## src/design/fph_pkg.sv

```systemverilog
package fph_pkg;

  localparam int BIN_COUNT     = 8;
  localparam int BIN_W         = 3;
  localparam int DIR_COUNT     = 2;
  localparam int CNT_NUM       = 2 * DIR_COUNT * BIN_COUNT;
  localparam int CNT_IDX_W     = 5;
  localparam int DEF_COUNTER_W = 32;
  localparam int DEF_QUEUE_DEPTH = 4;

  localparam int LEN_W   = 16;
  localparam int TS_W    = 63;
  localparam int GAP_W   = 32;
  localparam int VALUE_W = 32;

  // input tdata: new_flow, payload_length, from_source, timestamp
  localparam int IN_FIELDS_W = 1 + LEN_W + 1 + TS_W;
  localparam int IN_TDATA_W  = ((IN_FIELDS_W + 7) / 8) * 8;

  // output tdata: size_bin, gap_bin, gap_counted, ignored, counter_index, counter_value
  localparam int OUT_FIELDS_W = 2 * BIN_W + 2 + CNT_IDX_W + VALUE_W;
  localparam int OUT_TDATA_W  = ((OUT_FIELDS_W + 7) / 8) * 8;

  localparam logic [CNT_IDX_W-1:0] LAST_INDEX = CNT_IDX_W'(CNT_NUM - 1);

  localparam logic MODE_PACKET  = 1'b0;
  localparam logic MODE_READOUT = 1'b1;

  localparam logic KIND_SIZE = 1'b0;
  localparam logic KIND_GAP  = 1'b1;

  // work item handed from the front end to the back end
  typedef struct packed {
    logic             readout;
    logic             new_flow;
    logic             ignored;
    logic             dir;
    logic [BIN_W-1:0] size_bin;
    logic [BIN_W-1:0] gap_bin;
    logic             gap_counted;
  } cmd_t;

  // log2 binning: under 16 is bin 0, over 1023 is the top bin
  function automatic logic [BIN_W-1:0] bin_of(input logic [GAP_W-1:0] v);
    logic [BIN_W-1:0] b;
    if (v < GAP_W'(16)) begin
      b = '0;
    end else if (v > GAP_W'(1023)) begin
      b = BIN_W'(BIN_COUNT - 1);
    end else if (v[9]) begin
      b = 3'd6;
    end else if (v[8]) begin
      b = 3'd5;
    end else if (v[7]) begin
      b = 3'd4;
    end else if (v[6]) begin
      b = 3'd3;
    end else if (v[5]) begin
      b = 3'd2;
    end else begin
      b = 3'd1;
    end
    return b;
  endfunction

endpackage

```

## src/design/fph_front.sv

```systemverilog
module fph_front (
  input  logic                            clk,
  input  logic                            rst,
  input  logic                            s_tvalid,
  output logic                            s_tready,
  input  logic [fph_pkg::IN_TDATA_W-1:0]  s_tdata,
  input  logic                            s_tuser,
  input  logic                            cfg_valid,
  output logic                            cfg_ready,
  input  logic                            cfg_data,
  input  logic                            full,
  output logic                            push,
  output fph_pkg::cmd_t                   cmd
);

  logic                          include_zeros;
  logic [fph_pkg::TS_W-1:0]      last_time [fph_pkg::DIR_COUNT];
  logic [fph_pkg::TS_W-1:0]      last_time_next [fph_pkg::DIR_COUNT];

  logic                          new_flow;
  logic [fph_pkg::LEN_W-1:0]     payload_length;
  logic                          from_source;
  logic [fph_pkg::TS_W-1:0]      timestamp;
  logic                          dir;
  logic [fph_pkg::TS_W-1:0]      prev_time;
  logic [fph_pkg::GAP_W-1:0]     gap;
  logic                          drop;

  assign new_flow       = s_tdata[0];
  assign payload_length = s_tdata[fph_pkg::LEN_W:1];
  assign from_source    = s_tdata[fph_pkg::LEN_W+1];
  assign timestamp      = s_tdata[fph_pkg::LEN_W+1+fph_pkg::TS_W:fph_pkg::LEN_W+2];

  assign s_tready  = !full;
  assign cfg_ready = 1'b1;
  assign push      = s_tvalid && !full;

  assign dir       = !from_source;
  // a new flow sees both timestamps as already cleared
  assign prev_time = new_flow ? '0 : last_time[dir];
  assign gap       = fph_pkg::GAP_W'(timestamp[fph_pkg::GAP_W-1:0] -
                                     prev_time[fph_pkg::GAP_W-1:0]);
  assign drop      = (payload_length == '0) && !include_zeros;

  always_comb begin
    cmd             = '0;
    cmd.readout     = (s_tuser == fph_pkg::MODE_READOUT);
    cmd.new_flow    = new_flow;
    cmd.ignored     = drop;
    cmd.dir         = dir;
    if (!drop) begin
      cmd.size_bin    = fph_pkg::bin_of(fph_pkg::GAP_W'(payload_length));
      cmd.gap_counted = (prev_time != '0) && (gap != '1);
      if (cmd.gap_counted) begin
        cmd.gap_bin = fph_pkg::bin_of(gap);
      end
    end
  end

  always_comb begin
    last_time_next = last_time;
    if (push && s_tuser == fph_pkg::MODE_PACKET) begin
      if (new_flow) begin
        for (int i = 0; i < fph_pkg::DIR_COUNT; i++) begin
          last_time_next[i] = '0;
        end
      end
      if (!drop) begin
        last_time_next[dir] = timestamp;
      end
    end
  end

  always_ff @(posedge clk) begin
    if (rst) begin
      include_zeros <= 1'b0;
      for (int i = 0; i < fph_pkg::DIR_COUNT; i++) begin
        last_time[i] <= '0;
      end
    end else begin
      if (cfg_valid) begin
        include_zeros <= cfg_data;
      end
      last_time <= last_time_next;
    end
  end

endmodule

```

## src/design/fph_queue.sv

```systemverilog
module fph_queue #(
  parameter int DEPTH = fph_pkg::DEF_QUEUE_DEPTH
) (
  input  logic          clk,
  input  logic          rst,
  input  logic          push,
  input  fph_pkg::cmd_t wr_cmd,
  output logic          full,
  input  logic          pop,
  output fph_pkg::cmd_t rd_cmd,
  output logic          empty
);

  localparam int PTR_W = (DEPTH > 1) ? $clog2(DEPTH) : 1;
  localparam int CNT_W = $clog2(DEPTH + 1);

  fph_pkg::cmd_t     slots [DEPTH];
  logic [PTR_W-1:0]  wr_ptr;
  logic [PTR_W-1:0]  rd_ptr;
  logic [CNT_W-1:0]  fill;

  assign full   = (fill == CNT_W'(DEPTH));
  assign empty  = (fill == '0);
  assign rd_cmd = slots[rd_ptr];

  always_ff @(posedge clk) begin
    if (push) begin
      slots[wr_ptr] <= wr_cmd;
    end
  end

  always_ff @(posedge clk) begin
    if (rst) begin
      wr_ptr <= '0;
      rd_ptr <= '0;
      fill   <= '0;
    end else begin
      if (push) begin
        wr_ptr <= (wr_ptr == PTR_W'(DEPTH - 1)) ? '0 : wr_ptr + 1'b1;
      end
      if (pop) begin
        rd_ptr <= (rd_ptr == PTR_W'(DEPTH - 1)) ? '0 : rd_ptr + 1'b1;
      end
      if (push && !pop) begin
        fill <= fill + 1'b1;
      end else if (pop && !push) begin
        fill <= fill - 1'b1;
      end
    end
  end

endmodule

```

## src/design/fph_back.sv

```systemverilog
module fph_back #(
  parameter int COUNTER_WIDTH = fph_pkg::DEF_COUNTER_W
) (
  input  logic                            clk,
  input  logic                            rst,
  input  fph_pkg::cmd_t                   cmd,
  input  logic                            empty,
  output logic                            pop,
  output logic                            m_tvalid,
  input  logic                            m_tready,
  output logic [fph_pkg::OUT_TDATA_W-1:0] m_tdata,
  output logic                            m_tlast
);

  logic [COUNTER_WIDTH-1:0]        cnt      [fph_pkg::CNT_NUM];
  logic [COUNTER_WIDTH-1:0]        cnt_next [fph_pkg::CNT_NUM];

  logic                            rd_active;
  logic [fph_pkg::CNT_IDX_W-1:0]   rd_idx;

  logic [fph_pkg::BIN_W-1:0]       size_bin;
  logic [fph_pkg::BIN_W-1:0]       gap_bin;
  logic                            gap_counted;
  logic                            ignored;
  logic [fph_pkg::CNT_IDX_W-1:0]   counter_index;
  logic [fph_pkg::VALUE_W-1:0]     counter_value;

  logic                            out_free;
  logic                            start_rd;
  logic                            do_pkt;
  logic                            emit_rd;
  logic [fph_pkg::CNT_IDX_W-1:0]   sel_idx;
  logic [63:0]                     sel_wide;
  logic [fph_pkg::CNT_IDX_W-1:0]   size_hit;
  logic [fph_pkg::CNT_IDX_W-1:0]   gap_hit;

  assign out_free = !m_tvalid || m_tready;
  assign pop      = !rd_active && out_free && !empty;
  assign start_rd = pop && cmd.readout;
  assign do_pkt   = pop && !cmd.readout;
  assign emit_rd  = (rd_active && out_free) || start_rd;
  assign sel_idx  = rd_active ? rd_idx : '0;
  assign sel_wide = 64'(cnt[sel_idx]);

  // counter layout: direction, then size/gap, then bin
  assign size_hit = {cmd.dir, fph_pkg::KIND_SIZE, cmd.size_bin};
  assign gap_hit  = {cmd.dir, fph_pkg::KIND_GAP, cmd.gap_bin};

  always_comb begin
    for (int i = 0; i < fph_pkg::CNT_NUM; i++) begin
      cnt_next[i] = cnt[i];
      if (do_pkt) begin
        if (cmd.new_flow) begin
          cnt_next[i] = '0;
        end
        if (!cmd.ignored &&
            (fph_pkg::CNT_IDX_W'(i) == size_hit ||
             (cmd.gap_counted && fph_pkg::CNT_IDX_W'(i) == gap_hit))) begin
          if (cnt_next[i] != '1) begin
            cnt_next[i] = cnt_next[i] + 1'b1;
          end
        end
      end
    end
  end

  always_ff @(posedge clk) begin
    if (rst) begin
      for (int i = 0; i < fph_pkg::CNT_NUM; i++) begin
        cnt[i] <= '0;
      end
      rd_active <= 1'b0;
      rd_idx    <= '0;
      m_tvalid  <= 1'b0;
    end else begin
      cnt <= cnt_next;
      if (emit_rd) begin
        rd_idx    <= sel_idx + 1'b1;
        rd_active <= (sel_idx != fph_pkg::LAST_INDEX);
        m_tvalid  <= 1'b1;
      end else if (do_pkt) begin
        m_tvalid  <= 1'b1;
      end else if (m_tready) begin
        m_tvalid  <= 1'b0;
      end
    end
  end

  always_ff @(posedge clk) begin
    if (emit_rd) begin
      size_bin      <= '0;
      gap_bin       <= '0;
      gap_counted   <= 1'b0;
      ignored       <= 1'b0;
      counter_index <= sel_idx;
      counter_value <= sel_wide[fph_pkg::VALUE_W-1:0];
      m_tlast       <= (sel_idx == fph_pkg::LAST_INDEX);
    end else if (do_pkt) begin
      size_bin      <= cmd.size_bin;
      gap_bin       <= cmd.gap_bin;
      gap_counted   <= cmd.gap_counted;
      ignored       <= cmd.ignored;
      counter_index <= '0;
      counter_value <= '0;
      m_tlast       <= 1'b1;
    end
  end

  assign m_tdata = fph_pkg::OUT_TDATA_W'({counter_value, counter_index, ignored,
                                          gap_counted, gap_bin, size_bin});

endmodule

```

## src/design/flow_packet_log_histogram.sv

```systemverilog
// path: a request is written into a queue slot and its result is registered in
//   the back end's output register; the front keeps filling the queue in a readout
// throughput: one packet request per cycle while the queue has room and the output
//   is not stalled; a readout holds the back end over 32 counters, one per cycle
// reset: clears all counters, both timestamps, include_zeros and the queue
module flow_packet_log_histogram #(
  parameter int COUNTER_WIDTH = fph_pkg::DEF_COUNTER_W,
  parameter int QUEUE_DEPTH   = fph_pkg::DEF_QUEUE_DEPTH
) (
  input  logic                            clk,
  input  logic                            rst,
  input  logic                            s_tvalid,
  output logic                            s_tready,
  // new_flow, payload_length[15:0], from_source, timestamp[62:0], zero pad
  input  logic [fph_pkg::IN_TDATA_W-1:0]  s_tdata,
  // mode
  input  logic                            s_tuser,
  output logic                            m_tvalid,
  input  logic                            m_tready,
  // size_bin[2:0], gap_bin[2:0], gap_counted, ignored, counter_index[4:0],
  // counter_value[31:0], zero pad
  output logic [fph_pkg::OUT_TDATA_W-1:0] m_tdata,
  output logic                            m_tlast,
  input  logic                            cfg_valid,
  output logic                            cfg_ready,
  input  logic                            cfg_data
);

  fph_pkg::cmd_t push_cmd;
  fph_pkg::cmd_t pop_cmd;
  logic          push;
  logic          pop;
  logic          full;
  logic          empty;

  fph_front u_front (
    .clk       (clk),
    .rst       (rst),
    .s_tvalid  (s_tvalid),
    .s_tready  (s_tready),
    .s_tdata   (s_tdata),
    .s_tuser   (s_tuser),
    .cfg_valid (cfg_valid),
    .cfg_ready (cfg_ready),
    .cfg_data  (cfg_data),
    .full      (full),
    .push      (push),
    .cmd       (push_cmd)
  );

  fph_queue #(
    .DEPTH (QUEUE_DEPTH)
  ) u_queue (
    .clk    (clk),
    .rst    (rst),
    .push   (push),
    .wr_cmd (push_cmd),
    .full   (full),
    .pop    (pop),
    .rd_cmd (pop_cmd),
    .empty  (empty)
  );

  fph_back #(
    .COUNTER_WIDTH (COUNTER_WIDTH)
  ) u_back (
    .clk      (clk),
    .rst      (rst),
    .cmd      (pop_cmd),
    .empty    (empty),
    .pop      (pop),
    .m_tvalid (m_tvalid),
    .m_tready (m_tready),
    .m_tdata  (m_tdata),
    .m_tlast  (m_tlast)
  );

endmodule

```

## config.mk

```make
export PLATFORM = sky130hd
export DESIGN_NAME = flow_packet_log_histogram
export DESIGN_NICKNAME = d
export VERILOG_FILES = /design/src/design/fph_pkg.sv /design/src/design/fph_front.sv /design/src/design/fph_queue.sv /design/src/design/fph_back.sv /design/src/design/flow_packet_log_histogram.sv
export SDC_FILE = /design/constraint.sdc
export NUM_CORES = 2
export LEC_CHECK = 0
export BUFFER_PORTS_ARGS = -buffer_cell sky130_fd_sc_hd__buf_4
export CAP_MARGIN = 20
export CORE_MARGIN = 1
export CORE_UTILIZATION = 35
export CTS_CLUSTER_DIAMETER = 150
export DETAILED_ROUTE_END_ITERATION = 12
export PLACE_DENSITY_LB_ADDON = 0.12
export REMOVE_ABC_BUFFERS = 1
export SLEW_MARGIN = 20
export SYNTH_ARGS = -nofsm -noshare
export SYNTH_HDL_FRONTEND = slang
export SYNTH_SLANG_ARGS = --single-unit
```

## constraint.sdc

```tcl
create_clock -name clk -period 8.5 [get_ports clk]
set_clock_uncertainty 0.05 [all_clocks]
set_input_delay 0.425 -clock clk [delete_from_list [all_inputs] [get_ports clk]]
set_output_delay 0.425 -clock clk [all_outputs]
set_load 0.005 [all_outputs]
```

# Yosys cells after proc, flatten, opt, wreduce, memory -nomap -nowiden
# Memory sizes are Yosys's and may differ from the RTL's. A register that Yosys moved wholly into a read port is not among the register bits.
# Index checks and enable logic that the tools add are counted.
dict set report classes {
  n_addsub 38
  magnitude_cmp 7
  eq_ne 68
  n_mux 175
  n_bitwise 3
  n_reduce_logical 83
}
# operator count
set ops {}
lappend ops {{32-bit two-way mux} 132}
lappend ops {{32-bit inequality test (second input constant)} 33}
lappend ops {{32-bit by 1-bit adder with 32-bit output (second input constant)} 32}
lappend ops {{126-bit two-way mux} 3}
lappend ops {{63-bit two-way mux} 5}
lappend ops {{32-bit binary-select mux with 5-bit select} 1}
lappend ops {{126-bit bitwise mux} 1}
lappend ops {{4-bit equality test (first input constant)} 16}
lappend ops {{63-bit demux with 1-bit select} 1}
lappend ops {{63-bit nonzero test} 1}
lappend ops {{1-bit logical AND} 61}
lappend ops {{3-bit two-way mux} 15}
lappend ops {{3-bit by 4-bit equality test with 1-bit output (first input constant)} 8}
lappend ops {{32-bit by 10-bit > comparator with 1-bit output (second input constant)} 1}
lappend ops {{32-bit by 5-bit < comparator with 1-bit output (second input constant)} 1}
lappend ops {{32-bit subtractor} 1}
lappend ops {{2-bit by 4-bit equality test with 1-bit output (first input constant)} 4}
lappend ops {{16-bit by 10-bit > comparator with 1-bit output (second input constant)} 1}
lappend ops {{16-bit zero test} 1}
lappend ops {{16-bit by 5-bit < comparator with 1-bit output (second input constant)} 1}
lappend ops {{5-bit two-way mux} 3}
lappend ops {{2-bit two-way mux} 6}
lappend ops {{1-bit zero test} 10}
lappend ops {{5-bit zero test} 2}
lappend ops {{22 further kinds} 34}
dict set report totals {
  regBits 1211
  ramBits 44
  wordCells 423
  mem_count 1
}
# memory depth word_bits read_ports rd_clocked_by_memory_dff write_ports line_no
set memory_table {}
lappend memory_table {u_queue.slots 4 11 1 1 1 fph_queue.sv:17} ;# fph_pkg::cmd_t slots [DEPTH];

# Longest topological paths before layout
dict set report logic_depth {
  depth_word 16
  depth_mapped 26
  depth_no_buf 14
}

# By module
# From an unflattened synthesis, not the netlist that was laid out.
dict set report hier_totals {
  cells_unflattened 10875
  hier_area_um2 82686.8
}
# module instances cells_each area_per_inst_um2 seq_area_each_um2
set modules_own_cells {}
lappend modules_own_cells {fph_back 1 9868 73294.0 21941.0}
lappend modules_own_cells {fph_front 1 906 7363.3 2542.4}
lappend modules_own_cells {fph_queue 1 101 2029.4 1501.4}

# Worst setup path after synthesis
# OpenSTA, ideal clock, no wires.
dict set report synth_path {
  path_kind {reg-to-reg}
  from {register (tool-made name)}
  to {register u_back.cnt[1021] (netlist bit)}
  arrival_ps 5125
  slack_ps 3255
  path_stages_with_launch 23
  n_path_buf 12
  synth_period_minus_slack_ps 5245
  cell_sequence {dfxtp_1 -> mux4_2 -> buf_6 -> buf_6 -> buf_6 -> buf_6 -> buf_2 -> buf_2 -> buf_2 -> buf_2 -> clkbuf_1 -> clkbuf_1 -> clkbuf_1 -> nor2b_1 -> ha_1 -> and4_1 -> buf_1 -> a2111o_1 -> nor4_1 -> and2b_1 -> nand2b_1 -> or4_1 -> a21oi_1}
}
# item line_no
set synth_rtl {}
lappend synth_rtl {{end signal: assignment} fph_back.sv:76} ;# cnt <= cnt_next;
lappend synth_rtl {{end: declaration} fph_back.sv:15} ;# logic [COUNTER_WIDTH-1:0] cnt [fph_pkg::CNT_NUM];

==> flow_summary_export.csv <==
group,metric,value,unit
run_status,status,"complete, no violations",
floorplan,pin_count,147,
clock_network,cts.clk_slew.worst_paths,0.06,ns
sta,fmax,0.176,GHz
floorplan,initial_utilization,35.4,%
floorplan,core-area,223000,um^2
yosys,ys_ff_latch,1257,
cells_and_area,fin_area,87600,um^2
yosys,synth.largest_area_cell,"dfxtp_1",
sta,whs,0.100,ns
worst_setup_path,path_cells,"mux4_4, buf_12, nand4b_1, nor3_1, a21boi_1, nand3_1, nor4_2, and3_1, nand2_1, or3_1, a21oi_1",
clock_network,clock_sinks,1257,
worst_setup_path,startpoint_type,"flop",
worst_setup_path,crit_fanout,114,
cells_and_area,fin_util,39.3,%
floorplan,die_h,477,um
sta,slew_headroom,12.9,%
clock_network,h-tree-depth,4,
yosys,ys_async_sr_fraction,0,%
yosys,synth_edf_count,82,
power,seq_power_share,30.4,%
clock_network,worstSkewPairLatency,0.84,ns
sta,period_share,66.9,%
sta,slew_violations,0,
route,routed-via-count,82892,
worst_setup_path,critPathArrivalTime,6.39,ns
clock_network,cts_resized,0,
yosys,netlist_area,78900,um^2
worst_setup_path,max_stage_delay,1.12,ns
route,ant_nets,0,
route,wl_per_cell,23.8,um
clock_network,cts_root_buf,"clkbuf_16",
yosys,synthFlopType,"dfxtp_1",
power,leakagePower,28.5,nW
power,p_sw,8.62,mW
yosys,postSynthCellCount,10704,
yosys,ys_seq_area_share,32.9,%
route,first_iter_violations,9348,
flow_run,drv_cap,0,
clock_network,tritoncts,"yes",
floorplan,die_area,227000,um^2
floorplan,die_w,477,um
sta,worstMarginPinSlew,1.30,ns
cells_and_area,drive_gt1_share,9.24,%
placement,io_buffers,135,
power,p_per_area,237,nW/um^2
cells_and_area,area_delta_synth_final,11.1,%
yosys,synth_area_leaders,"dfxtp_1 30%, o21ai_0 8.4%, a21oi_1 6.3%",
worst_setup_path,cp_top_family,"simple AND/OR/NAND/NOR gates",
route,vias_per_cell,6.19,
worst_hold_path,hold_class,"in2reg",
worst_setup_path,worst-path-buf-inv,1,
grt,groute.usage.overall,26.6,%
sta,hold_viol_final,0,
clock_network,numCtsBuffers,161,
worst_setup_path,worstPathRequired,9.20,ns
cells_and_area,final_cell_mix,"1325 x o21ai_0, 1236 x nor2_1, 1171 x dfxtp_1, 1030 x nand2_1, 989 x a21oi_1",
sta,finalSetupTns,0,ns
cells_and_area,layout.cells.most_common,"o21ai_0",
power,combPwrFrac,35.3,%
power,internal_power,12.2,mW
yosys,ys_warn_count,0,
route,wl_met2,134000,um
grt,gr-total-overflow,0,
sta,finalSetupViolCount,0,
cells_and_area,final_cell_count_no_fill,13402,
route,met1_length,145000,um
placement,dp.final_hpwl,214000,um
sta,rsz0062_at_grt,"no",
worst_setup_path,cp_slowest_cell,"mux4_4",
route,drt_pre_antenna_iters,7,
placement,placed_cells,13031,
cells_and_area,seq_area,26000,um^2
cells_and_area,layout.nets,10458,
power,peakVddDrop,0.394,mV
yosys,synth_top_area_share,29.8,%
clock_network,ctsLongestPathBuffers,3,
yosys,postSynthAreaPerCell,7.37,um^2
cells_and_area,multi_input_area,49200,um^2
cells_and_area,fill_cells,22851,
worst_setup_path,critPathKind,"reg2reg",
route,routed_wl,319000,um
route,topRoutingLayerUsed,"met5",
grt,grt_max_degree,192,
grt,grt_pass1_vias,74130,
placement,gp_congestion,0.937,
grt,grt_antenna_before_repair,11,
grt,grt_pass1_wl,474000,um
yosys,ys_types,98,
sta,fin_crit,5.69,ns
worst_setup_path,worst_setup_path_end_kind,"flop",
placement,placed_cell_area,81500,um^2
power,clockPowerShare,34.3,%
route,drc,0,
route,met3_wirelength,23500,um
floorplan,fp-row-count,173,
power,switching_share,41.5,%
==> timing repair <==
item / CTS / global route
hold buffers: 70 / 0
endpoints found under the hold margin: 176 / 0
buffers inserted: 0 / 0
==> final cells by class <==
class | count | share of cell area, %
Antenna cell | 9 | 0.0257
Tap cell | 2975 | 4.25
Clock inverter | 55 | 0.788
Sequential cell | 1257 | 29.7
Clock buffer | 236 | 5.36
Inverter | 72 | 0.308
Multi-Input combinational cell | 8458 | 56.2
Timing Repair Buffer | 340 | 3.42
==> metal layers <==
layer,vias up,global-route usage [%]
met5,-,0
met4,2,12.8
met3,467,4.41
met2,3069,38.6
met1,40336,37.8
li1,39018,-
==> final timing paths <==
check                      from                   to  slack (ns)  cells after the start
min reg2reg  u_back.size_bin[2]   u_back.size_bin[2]        0.41                      2
max reg2reg                flop      u_back.cnt[957]        2.81                     11
max                        flop      u_back.cnt[957]        2.81                     11
min                  s_tdata[8]  u_queue.slots[2][6]        0.10                      4
==> cells in the mapped netlist (18+ instances only) <==
library cell	count
o21ai_0	1326
nor2_1	1242
dfxtp_1	1175
nand2_1	1038
a21oi_1	989
clkbuf_1	818
a22oi_1	526
nand4_1	366
nand3_1	340
mux2_2	308
and3_1	242
nor3_1	239
a31oi_1	215
nor4_1	133
nor2b_1	124
and2_1	108
mux2i_1	104
and4_1	101
a221o_1	97
or3_1	85
edfxtp_1	82
inv_1	72
ha_1	71
a221oi_1	65
buf_1	63
a311oi_1	62
nand4b_1	49
nand2b_1	47
or2_2	47
a211oi_1	43
a32oi_1	36
or4_1	36
a22o_1	34
nor3b_1	30
o21a_1	30
a21o_1	28
nor4b_1	26
buf_2	23
o211ai_1	18
o31ai_1	18
==> kinds of logic after synthesis <==
kind of cell    synth area share (%)
simple gates                    27.4
compound gates                  27.3
flops                           32.9
buf+inv                         4.84
mux                             6.03
fa+ha+maj                       1.18
xor+xnor                       0.311
other cells                  0.00952
==> per-stage QoR <==
stage | power, mW | setup WS [ns]
final | 20.8 | 2.81
after global routing | 21.7 | 2.51
after CTS | 20.8 | 2.96
after detailed placement | 13.7 | 2.96
after global placement | 13.5 | 2.97
after floorplan | 11.3 | -28.14
==> state kept, by name (all words and copies together), names as in the netlist, 2 cells and up, named ones only <==
signal / count
u_front.last_time: 126
u_back.counter_value: 32
u_back.size_bin: 3
u_back.counter_index: 5
u_queue.fill: 3
u_back.gap_bin: 3
u_queue.wr_ptr: 2
u_queue.slots: 44
u_back.rd_idx: 5
u_queue.rd_ptr: 2
u_back.cnt: 1024
==> power groups by stage <==
| stage | clock, mW | sequential (mW) | combinational, mW |
|---|---|---|---|
| after CTS | 7.28 | 6.31 | 7.25 |
| after detailed placement | 0 | 6.44 | 7.21 |
| after global routing | 7.51 | 6.33 | 7.89 |
| after global placement | 0 | 6.44 | 7.09 |
| final | 7.13 | 6.31 | 7.34 |
| after floorplan | 0 | 6.58 | 4.68 |
==> worst min-delay path, cell delays in order <==
cell and delay [ns]:
buf_4 0.09, nor4_1 0.05, buf_4 0.16, inv_1 0.12
Power figures use the tool's default switching activity.
